File: config.mk
export PLATFORM = sky130hd
export DESIGN_NAME = fir_ram
export DESIGN_NICKNAME = d
export VERILOG_FILES = /design/src/fir_ram.sv
export SDC_FILE = /design/constraint.sdc
export NUM_CORES = 1
export LEC_CHECK = 0
export BUFFER_PORTS_ARGS = -buffer_cell sky130_fd_sc_hd__buf_2
export CORE_UTILIZATION = 45
export CTS_CLUSTER_DIAMETER = 40
export DETAILED_ROUTE_END_ITERATION = 7
export PLACE_DENSITY_LB_ADDON = 0.2
export SLEW_MARGIN = 0
export SYNTH_ARGS = -nofsm -noshare
export SYNTH_HDL_FRONTEND = slang
export SYNTH_SLANG_ARGS = --single-unit
File: constraint.sdc
create_clock -name aclk -period 4.4 [get_ports aclk]
set_clock_uncertainty 0.15 [all_clocks]
set_input_delay 0.44 -clock aclk [delete_from_list [all_inputs] [get_ports aclk]]
set_output_delay 0.44 -clock aclk [all_outputs]
set_load 0.1 [all_outputs]
File: src/fir_ram.sv
// ----------------------------------------------------------------------------
// fir_ram
// Generic single-write, single-read RAM with registered read data.
// ----------------------------------------------------------------------------
module fir_ram #(
    parameter int WIDTH = 32,
    parameter int DEPTH = 32
) (
    input  logic                                          aclk,
    input  logic                                          we,
    input  logic [((DEPTH > 1) ? $clog2(DEPTH) : 1)-1:0] waddr,
    input  logic [WIDTH-1:0]                              wdata,
    input  logic [((DEPTH > 1) ? $clog2(DEPTH) : 1)-1:0] raddr,
    output logic [WIDTH-1:0]                              rdata
);

    logic [WIDTH-1:0] mem [DEPTH];

    // Write port and registered read port
    always_ff @(posedge aclk) begin
        if (we) begin
            mem[waddr] <= wdata;
        end
        rdata <= mem[raddr];
    end

endmodule

# After elaboration in Yosys (flattened, before gate mapping)
# Memories as Yosys holds them, arrays and structs flattened. A register that Yosys moved wholly into a read port is not among the register bits.
# Cells that the tools add are included.
[word_totals]
reg_bits = 0
input_bits = 44
wordCells = 3
mem_count = 1
output_inout_bits = 32
ramBits = 1024
[classes]
muxes = 2
[mem_list]
columns = ["memory", "depth", "word_bits", "read_ports", "rd_clocked_by_memory_dff", "wr", "line_no", "source"]
rows = [
  ["mem", 32, 32, 1, 1, 1, "17", "logic [WIDTH-1:0] mem [DEPTH];"],
]
[ops]
columns = ["op", "count"]
rows = [
  ["$mux W1", 2],
]

# Logic depth before layout (Yosys ltp)
[depth]
ltp_word = 2
depth_mapped = 8

# Worst setup path after synthesis
# Ideal clock, no wire load.
[synth_path]
path_type = "in2reg"
start = "in waddr[1] (netlist name)"
end = "mem mem[12][0] (enable)"
setup_time_ns = 0.421
t_required_ns = 3.829
arrival_ns = 2.453
path_stages = 3
setup_slack_ns = 1.376
n_path_buf = 1
cell_sequence = "or3b_2 -> clkbuf_1 -> nor2_1"
[synth_lines]
columns = ["element", "line_no", "source"]
rows = [
  ["from (decl)", "11", "input logic [((DEPTH > 1) ? $clog2(DEPTH) : 1)-1:0] waddr,"],
  ["to (decl)", "17", ""],
]
# Straight into the memory's write port.

==> results by group <==
Run status
  – Run status: finished with violations
  – Failing checks: DRC

Power and ir drop
  – Static Leak: 16.49 nW
  – Max VDD drop: 0.0003603 V
  – Power density cells: 506.1 nW/um2
  – Pwr Total: 23.85 mW

STA
  – Tcrit/Tclk final: 0.5593
  – WHS: 93.57 ps
  – Fmax: 406.3 MHz
  – Setup tns final: 0 ps
  – Slew Limit Headroom: 0.08779
  – Final slew viol count: 0
  – Fin crit period: 2461 ps
  – Final number of setup-violating endpoints: 0
  – RSZ-0062 raised after global routing: false
  – Worst Max-Slew Pin Slew: 1368 ps
  – Final hold viol count: 0

Die
  – FP Rows: 109
  – Die Width: 301.9 um
  – # IOs: 76
  – Initial core utilization: 0.4560
  – Die height: 301.9 um
  – Die area: 91,170 um2
  – Area of the core: 88,780 um2

Detailed routing
  – Antenna viol nets, final: 0
  – Drt via density: 5.674
  – DRC: 12
  – Vias: 20,893
  – Wire per inst: 26.30 um
  – WL final: 96,830 um
  – Drt pass-1 iters: 8
  – Initial DRC Count: 1,914

Clocking
  – TritonCTS buffer count: 136
  – Max H-tree Level: 4
  – CTS Root Cell: clkbuf_16
  – Hold buffers post-CTS: 0
  – CTS clk-pin slew, worst paths: 60 ps
  – TritonCTS clock tree: built
  – CTS sink cnt: 1,056
  – Max clock buf depth: 3
  – Clk_lat worst skew: 730 ps
  – CTS resizes: 0
  – Postcts setup bufs: 0

Synth
  – Synthesized net count: 2,304
  – Post-synth EDFFs: 1,024
  – Post-Syn Instances: 2,260
  – FF+latch count, synth: 1,056
  – Yosys warning count: 0
  – Sequential cell area fraction in the yosys report: 0.7754
  – Ys async rst share: 0
  – Synth cell types: 25
  – Mapped cell area: 40,490 um2
  – Top_reg_cell synth: edfxtp_1
  – Syn Area/Cell: 17.91 um2

Place
  – I/O Buffers: 75
  – GPL Wtd Cong: 0.7863
  – Placement-stage cell area: 42,420 um2
  – DP Wirelength: 57,030 um

Global routing
  – Antenna violations before repair: 2
  – Pin count of the biggest net entering global routing: 81
  – Global-route wire length before repair: 141,900 um
  – Total Routing Usage GR: 0.2146
  – Vias in the first global route: 20,958
  – Grt total ovfl: 0

Worst setup path
  – Crit start category: input pin
  – CP max FO: 46
  – Req. time, crit path: 4820 ps
  – CP Capture Type: flop
  – Kind of critical path: input pin to flop
  – Crit path DAT: 2880 ps

Layout
  – Area occupied by multi-input gates: 8610 um2
  – Net count, final: 2,449
  – Cell area after layout: 47,130 um2
  – Fraction of layout cells with a size suffix above 1: 0.1534
  – Reg area: 31,390 um2
  – Layout area overhead: 16.42%
  – # fillers: 6,943

Job
  – Max Cap Viol: 0

Min path
  – Worst hold path type: input pin to flop
## synthesized netlist by cell type, types with 15 or more instances
cell | instances | share of area
a21oi_1 | 96 | 0.012
a22o_1 | 64 | 0.014
a22oi_1 | 96 | 0.018
a31oi_1 | 32 | 0.0049
buf_2 | 26 | 0.0032
buf_4 | 33 | 0.0061
buf_6 | 15 | 0.0042
clkbuf_1 | 46 | 0.0043
dfxtp_1 | 32 | 0.016
edfxtp_1 | 1024 | 0.76
mux2i_1 | 512 | 0.13
nand2_1 | 98 | 0.0091
nand3_1 | 98 | 0.012
nor2_1 | 34 | 0.0032
nor3_1 | 32 | 0.0040
## per-stage QoR
stage / util / std cells / setup WS, ps
floorplan: - / 2260 / 1376
global placement: 0.4778 / 3432 / 1244
detailed placement: 0.4778 / 3432 / 1230
CTS: 0.5308 / 3681 / 1993
global route: 0.5308 / 3681 / 1913
finish: 0.5309 / 3682 / 1939
## cell usage in the layout (no fill, tap or decap), types with 12 or more instances in the layout
cell,n
buf_4,48
nor3_1,32
clkinv_1,21
clkbuf_1,19
a21oi_1,96
buf_2,74
bufinv_16,17
a22o_1,64
a22oi_1,96
nor2_4,33
nand3_1,98
edfxtp_1,1024
clkbuf_16,136
a31oi_1,32
clkinv_2,12
dfxtp_1,32
mux2i_1,512
nand2_1,97
## sequential cells by signal, summed over array words and instances, names as in the netlist
register and cells:
rdata 32, mem 1024
## layout make-up
type	count	area share
diodes	1	0.00005309
well taps	1165	0.03093
clock inverters	91	0.02525
repair buffers	134	0.02049
clock buffers	158	0.07460
flip-flops and latches	1056	0.6660
multi-input cells	1077	0.1827
## critical path, stage by stage
cell and delay, ps:
buf_2 150, and2_4 620, buf_4 560, a22o_1 230
nor3_1 70, a31oi_1 570, nand3_1 140
## kinds of logic after synthesis
| logic type | synth area share |
|---|---|
| DFF | 0.7753 |
| muxes | 0.1266 |
| and+or+nand+nor | 0.03100 |
| AOI/OAI and AO/OA | 0.04846 |
| buffers and inverters | 0.01860 |
## power breakdown
| group | leakage [nW] | switching (mW) | internal [mW] |
|---|---|---|---|
| Clock | 2.26 | 4.36 | 6.87 |
| Sequential | 9.49 | 0.0613 | 11.2 |
| Combinational | 4.73 | 1.03 | 0.339 |
## final timing paths
path                                            start                    to  slack [ps]  cells past startpoint
worst min register to register  mem[16][14]$_DFFE_PP_     rdata[14]$_DFF_P_         450                      4
worst max register to register    mem[0][6]$_DFFE_PP_      rdata[6]$_DFF_P_        2420                      5
worst min-delay path                        wdata[26]  mem[9][26]$_DFFE_PP_          90                      1
worst max-delay path                         raddr[1]     rdata[21]$_DFF_P_        1940                      7
## routing by layer
metal / vias to the layer above / part of all wire / routed length [um] / GRT usage
li1: 9306 / - / - / -
met3: 116 / 0.063 / 6076 / 0.03764
met5: - / 0 / 0 / 0
met2: 661 / 0.47 / 45130 / 0.3324
met1: 10810 / 0.46 / 44160 / 0.3152
met4: 0 / 0.015 / 1466 / 0.05507
Power figures use the tool's default switching activity.
