**config.mk**
```make
export PLATFORM = sky130hd
export DESIGN_NAME = fir_mac
export DESIGN_NICKNAME = d
export VERILOG_FILES = /design/src/fir_pkg.sv /design/src/fir_mac.sv
export SDC_FILE = /design/constraint.sdc
export NUM_CORES = 2
export LEC_CHECK = 0
export BUFFER_PORTS_ARGS = -buffer_cell sky130_fd_sc_hd__buf_2
export CAP_MARGIN = 25
export CORE_AREA = 5 5 275 277
export CTS_BUF_LIST = sky130_fd_sc_hd__clkbuf_8
export CTS_CLUSTER_DIAMETER = 50
export DETAILED_ROUTE_END_ITERATION = 7
export DIE_AREA = 0 0 280 282
export PLACE_DENSITY = 0.76
export SETUP_SLACK_MARGIN = 0.15
export SYNTH_ARGS = -nofsm -noshare
export SYNTH_HDL_FRONTEND = slang
export SYNTH_SLANG_ARGS = --single-unit
```
**constraint.sdc**
```tcl
create_clock -name aclk -period 19.9 [get_ports aclk]
set_input_delay 0.995 -clock aclk [delete_from_list [all_inputs] [get_ports aclk]]
set_output_delay 0.995 -clock aclk [all_outputs]
set_load 0.02 [all_outputs]
```
**src/fir_pkg.sv**
```systemverilog
// ----------------------------------------------------------------------------
// fir_pkg
// Shared types and constants for the Q31 FIR filter: sizes of the tap stores,
// request kinds and the control bundle of the multiply-accumulate unit.
// ----------------------------------------------------------------------------
package fir_pkg;

    // Built maximum number of taps (depth of the delay line and coefficient store)
    localparam int MAX_TAPS = 32;
    localparam int TAP_W    = (MAX_TAPS > 1) ? $clog2(MAX_TAPS) : 1;

    // Field widths
    localparam int SAMPLE_W      = 32;
    localparam int COEFF_IDX_W   = 5;
    localparam int TAP_COUNT_W   = 6;
    localparam int ACC_W         = 64;
    localparam int Q31_SHIFT     = 31;
    localparam int S_TDATA_W     = 72;
    localparam int M_TDATA_W     = 32;

    localparam logic [TAP_COUNT_W-1:0] TAP_COUNT_RESET = TAP_COUNT_W'(32);

    // Request kinds carried on s_tuser
    localparam logic REQ_FILTER = 1'b0;
    localparam logic REQ_COEFF  = 1'b1;

    // Control to the shared multiply-accumulate unit
    typedef struct packed {
        logic clear;     // zero the accumulator
        logic op_valid;  // operands valid this cycle
    } mac_ctrl_t;

endpackage

```
**src/fir_mac.sv**
```systemverilog
// ----------------------------------------------------------------------------
// fir_mac
// Shared Q31 multiply-accumulate unit: a registered 32x32 signed product
// feeding a wrapping 64-bit accumulator. Result is accumulator bits 62..31.
// ----------------------------------------------------------------------------
module fir_mac (
    input  logic                                    aclk,
    input  logic                                    aresetn,
    input  fir_pkg::mac_ctrl_t                      ctrl,
    input  logic signed [fir_pkg::SAMPLE_W-1:0]     coeff,
    input  logic signed [fir_pkg::SAMPLE_W-1:0]     sample,
    output logic                                    busy,
    output logic [fir_pkg::SAMPLE_W-1:0]            result
);
    import fir_pkg::*;

    logic                     prod_v_reg;
    logic signed [ACC_W-1:0]  prod_reg;
    logic [ACC_W-1:0]         acc_reg;

    // Product valid flag
    always_ff @(posedge aclk) begin
        if (!aresetn) begin
            prod_v_reg <= 1'b0;
        end else begin
            prod_v_reg <= ctrl.op_valid;
        end
    end

    // Multiply stage, then accumulate stage (wraps modulo 2^64)
    always_ff @(posedge aclk) begin
        if (ctrl.op_valid) begin
            prod_reg <= coeff * sample;
        end
        if (ctrl.clear) begin
            acc_reg <= '0;
        end else if (prod_v_reg) begin
            acc_reg <= acc_reg + ACC_W'(prod_reg);
        end
    end

    assign busy   = prod_v_reg;
    assign result = acc_reg[Q31_SHIFT +: SAMPLE_W];

endmodule

```
Word level (Yosys, flattened, before mapping):

Cells that the tools add are included.
Widths: inputs -> output; s select.

* multipliers: 1
* add/sub/neg operators: 1

Operators by type and width (count)
* $add 64x64->64: 1
* $mul 32x32->64: 1

* register bits after elaboration: 129
* input bits: 68
* output and inout port bits: 33
* logic and storage cells: 5

Longest topological paths before layout:

* depth after elaboration: 1
* gate-level depth with buffers: 30
* gate-level depth less buffers: 28

Worst setup path before layout:

Ideal clock, no wire load.

* kind: in2reg
* start point: input port coeff[31] (netlist name)
* end point: register prod_reg[62], data pin
* path slack: 11.159 ns
* data required time: 19.625 ns
* path buffers: 2
* stages on the path: 27
* library setup time: 0.275 ns
* data arrival time: 8.466 ns
* path through: clkbuf_1 > nand2_1 > inv_1 > fa_1 > inv_1 > fa_1 > inv_1 > fa_1 > inv_1 > fa_1 > inv_1 > fa_1 > fa_1 > inv_1 > fa_1 > inv_1 > fa_1 > ha_1 > clkbuf_1 > nand4_1 > or4_1 > a211oi_1 > o21ai_1 > nand3b_1 > a311oi_2 > nor2_1 > a211oi_1

* longest elaborated chain between the ends: 1

RTL lines
* from (decl): RTL line fir_mac.sv:10 `input logic signed [fir_pkg::SAMPLE_W-1:0] coeff,`
* $mul 32x32->64: RTL line fir_mac.sv:33 `prod_reg <= coeff * sample;`
* to (signal assigned): RTL line fir_mac.sv:33
* to (decl): RTL line fir_mac.sv:18 `logic signed [ACC_W-1:0] prod_reg;`

No other way between the ends.
A chain may end at the register's enable or synchronous reset.

Final worst setup path:

Ends and elaborated chain as after synthesis.

==> impl_summary.log <==
[metrics] area of the mapped netlist: 43200 sq um
[metrics] number of flops mapped to enable cells by yosys: 63
[metrics] number of global-route vias before repair: ~33000
[metrics] count of cells resized by post-cts repair: 0
[metrics] number of rows in the core area: 99
[metrics] global-route wire length before repair: 175000 um
[metrics] antenna violations before repair: 8
[metrics] routed wirelength normalized by instance count: 19.1 um
[metrics] area share of fa/ha/maj cells after synthesis: 56.8%
[metrics] period utilisation layout: 46.5%
[metrics] synthesized-area fraction occupied by ao, oa, aoi and oai cells: 5.74%
[metrics] residual DRC count: 0
[metrics] unrepaired setup endpoints after global routing: false
[metrics] flop and latch count out of synthesis: 127
[metrics] Sinks on Clock Net: around 130
[metrics] clock skew: 0.0208 ns
[metrics] dominant delay contributor by cell family on the critical path: adder cells
[metrics] CORE AREA: 72600 sq um
[metrics] Yosys Warn Count: 0
[metrics] First DRT Iteration DRCs: 2239
[metrics] share of synthesized area occupied by flip-flops and latches: 7.34%
[metrics] number of top-level design ports: 101
[metrics] # nets final: 5817
[metrics] Slowest cell on crit path: sky130_fd_sc_hd__fa_1
[metrics] CTS buffer count: 17
[metrics] Avg Inst Size Synth: 9.47 sq um
[metrics] number of hold-slack violations in the final timing report: 0
[metrics] DIE HEIGHT: roughly 280 um
[metrics] PortBufs: 100
[metrics] total buffers and inverters traversed by the critical path: 5
[metrics] postcts setup bufs: 0
[metrics] Total GRT Usage: 27.6%
[metrics] leading cell type in the layout, fill and taps excluded: sky130_fd_sc_hd__fa_1
[metrics] logic depth of the worst path, buffers included: 27
[metrics] Fmax achieved: between 0.1 and 0.15 GHz
[metrics] DR pass1 iterations: 6
[metrics] clock-pin transition on the worst setup and hold timing paths: 0.08 ns
[metrics] die boundary width: 280 um
[metrics] Vias per Instance: 5.54
[metrics] clock buffer depth: 2
[metrics] start of the worst register-to-register path: prod_reg[0]$_DFFE_PP_
[metrics] TritonCTS clock tree: done
[metrics] share of cell area taken by muxes after synthesis: 1.13%
[metrics] Yosys cell types: between 70 and 80
[metrics] Synth Area in Simple Gates: between 15 and 20%
[metrics] xor/xnor cell area share of the yosys netlist: 2.63%
[metrics] pin count of the biggest net entering global routing: 72
[metrics] Detailed Place HPWL: roughly 84000 um
[metrics] worst path arrival time: 9.53 ns
[metrics] Slew headroom: 31.5%
[metrics] cell at the root of the clock tree: sky130_fd_sc_hd__clkbuf_8
[metrics] max-slew violation total from the final report: 0
[metrics] proportion of register bits with asynchronous set or reset after synthesis: 0%
[metrics] Worst Setup Start Kind: input pin
[metrics] final global-route overflow total: 0
[metrics] Setup TNS Final: 0 ns
[metrics] main flop type after synthesis: sky130_fd_sc_hd__dfxtp_1
[metrics] top library cells by usage in the layout, fill and taps aside: 1074 x sky130_fd_sc_hd__fa_1, 982 x sky130_fd_sc_hd__inv_1, 566 x sky130_fd_sc_hd__nand2_1
[metrics] kind of critical path: input pin to flip-flop
[metrics] actual slew at the worst max-slew pin: 1.03 ns
[metrics] total vias in the final route: 30000
[metrics] Max stage delay on crit path: 0.86 ns
[metrics] remaining antenna violation count after routing: 0
[metrics] type of destination of the critical path: flip-flop
[metrics] launching element of the worst setup path: coeff[31]
[metrics] final number of setup-violating endpoints: 0
[metrics] H-tree lvl count: 4
[metrics] fraction of layout instances using a drive strength above 1: 3.49%
[metrics] insertion delay to the later sink of the worst-skew pair: 0.47 ns
[metrics] die footprint: 79000 sq um
[metrics] nets in the synthesized netlist: 5949
[metrics] drt total wl: between 100000 and 150000 um
[metrics] cell seen most often among critical-path stages: sky130_fd_sc_hd__fa_1
[metrics] final critical-path setup slack: roughly 11 ns
[metrics] status: completed
[metrics] routability-driven placement congestion ratio: 0.909
[metrics] maxcap violations: 0
[metrics] DP Worst Slack: a little over 10 ns
[metrics] minimum clock period after layout: between 9 and 10 ns
[metrics] reg2reg end: acc_reg[62]$_SDFFE_PP0P_
[metrics] main combinational cell family by area after synthesis: adder cells
[metrics] data required time of the critical path: 20.17 ns
[metrics] Util after Layout: 61.0%
[metrics] starting density of the core: between 50% and 60%
[metrics] critical-path maximum fanout: 33
[metrics] capturing instance or port of the critical path: prod_reg[62]$_DFFE_PP_
[metrics] gate count after technology mapping: 4563
[metrics] hold crit path type: flip-flop to flip-flop
[metrics] Synth-to-Final Area Change: 2.49%
[metrics] depth of the worst register-to-register path: 15
[metrics] Hold-fix buffers, CTS: 0
[metrics] Register-to-Register Setup Slack: 16.10 ns
[synth_stat cells (4+ instances only)]
cell / n / share of area, %
sky130_fd_sc_hd__a211o_1: 4 / 0.081
sky130_fd_sc_hd__a211oi_1: 10 / 0.17
sky130_fd_sc_hd__a21o_1: 84 / 1.5
sky130_fd_sc_hd__a21oi_1: 110 / 1.3
sky130_fd_sc_hd__a311o_1: 4 / 0.093
sky130_fd_sc_hd__a311oi_1: 5 / 0.10
sky130_fd_sc_hd__a31oi_1: 14 / 0.20
sky130_fd_sc_hd__and2_1: 495 / 7.2
sky130_fd_sc_hd__and3_1: 12 / 0.17
sky130_fd_sc_hd__buf_4: 32 / 0.56
sky130_fd_sc_hd__clkbuf_1: 221 / 1.9
sky130_fd_sc_hd__dfxtp_1: 64 / 3.0
sky130_fd_sc_hd__edfxtp_1: 63 / 4.4
sky130_fd_sc_hd__fa_1: 1074 / 50
sky130_fd_sc_hd__ha_1: 244 / 7.1
sky130_fd_sc_hd__inv_1: 981 / 8.5
sky130_fd_sc_hd__mux2i_1: 49 / 1.1
sky130_fd_sc_hd__nand2_1: 566 / 4.9
sky130_fd_sc_hd__nand2b_1: 21 / 0.30
sky130_fd_sc_hd__nand3_1: 32 / 0.37
sky130_fd_sc_hd__nand4_1: 14 / 0.20
sky130_fd_sc_hd__nor2_1: 110 / 0.96
sky130_fd_sc_hd__nor2b_1: 39 / 0.56
sky130_fd_sc_hd__nor3_1: 6 / 0.069
sky130_fd_sc_hd__nor3b_1: 5 / 0.087
sky130_fd_sc_hd__o211ai_1: 4 / 0.069
sky130_fd_sc_hd__o21a_1: 14 / 0.24
sky130_fd_sc_hd__o21ai_0: 42 / 0.49
sky130_fd_sc_hd__o21ai_1: 12 / 0.14
sky130_fd_sc_hd__o21bai_1: 20 / 0.35
sky130_fd_sc_hd__o22ai_1: 4 / 0.058
sky130_fd_sc_hd__o31a_1: 4 / 0.081
sky130_fd_sc_hd__o31ai_1: 7 / 0.12
sky130_fd_sc_hd__xnor2_1: 90 / 1.8
sky130_fd_sc_hd__xor2_1: 40 / 0.81
[routing by layer]
| metal | GRT usage (%) | vias up | part of all wire, % |
|---|---|---|---|
| li1 | - | 13200 | - |
| met1 | 39.6 | 15500 | 43 |
| met2 | 42.9 | 1095 | 45 |
| met3 | 8.04 | 140 | 9.8 |
| met4 | 5.40 | 2 | 1.8 |
| met5 | 0 | - | 0.015 |
[how the worst min path moves through the flow]
| stage | from | endpoint | slack (ns) | depth (start not counted) |
|---|---|---|---|---|
| detailed placement | acc_reg[7]$_SDFFE_PP0P_ | acc_reg[7]$_SDFFE_PP0P_ | 0.49 | 2 |
| global route | acc_reg[1]$_SDFFE_PP0P_ | acc_reg[1]$_SDFFE_PP0P_ | 0.52 | 2 |
| CTS | acc_reg[7]$_SDFFE_PP0P_ | acc_reg[7]$_SDFFE_PP0P_ | 0.50 | 2 |
| finish | acc_reg[7]$_SDFFE_PP0P_ | acc_reg[7]$_SDFFE_PP0P_ | 0.49 | 2 |
| floorplan | acc_reg[56]$_SDFFE_PP0P_ | acc_reg[56]$_SDFFE_PP0P_ | 0.45 | 2 |
| global placement | acc_reg[0]$_SDFFE_PP0P_ | acc_reg[0]$_SDFFE_PP0P_ | 0.48 | 2 |
[worst register-to-register path: cells and delay by family (launching register included)]
family | cells | cell delay, ns
xor+xnor | 1 | 0.23
flops | 1 | 0.34
simple gates | 1 | 0.16
fa+ha+maj | 2 | 0.56
compound gates | 10 | 2.34
buf+inv | 1 | 0.06
[metrics by stage]
stage / cells / hold WS (ns) / cell area [sq um]
final: 5409 / 0.490 / 44300
after global routing: 5405 / 0.519 / 44300
after CTS: 5403 / 0.497 / 44300
after detailed placement: 5371 / 0.485 / 43900
after global placement: 5371 / 0.477 / 43900
after floorplan: 4563 / 0.454 / 43200
[cell type report]
class	instances	area [sq um]
clock buffer	17	234
multi-input combinational	3196	35300
tap	959	1200
inverter	981	3680
timing repair buffer	108	561
fill	6068	28300
antenna	6	15.0
clock inverter	15	161
sequential	127	3180
[cells by family (layout without fill, tap and decap cells)]
logic type,count (synthesis),count (layout)
flops,127,127
compound gates,373,373
buf+inv,1240,1121
fa+ha+maj,1318,1318
xor+xnor,130,130
other cells,0,6
mux,49,49
simple gates,1326,1326
Power is left out: the tool's default activity adds up to more than one toggle a clock period on the data nets, which glitch-free logic cannot reach.
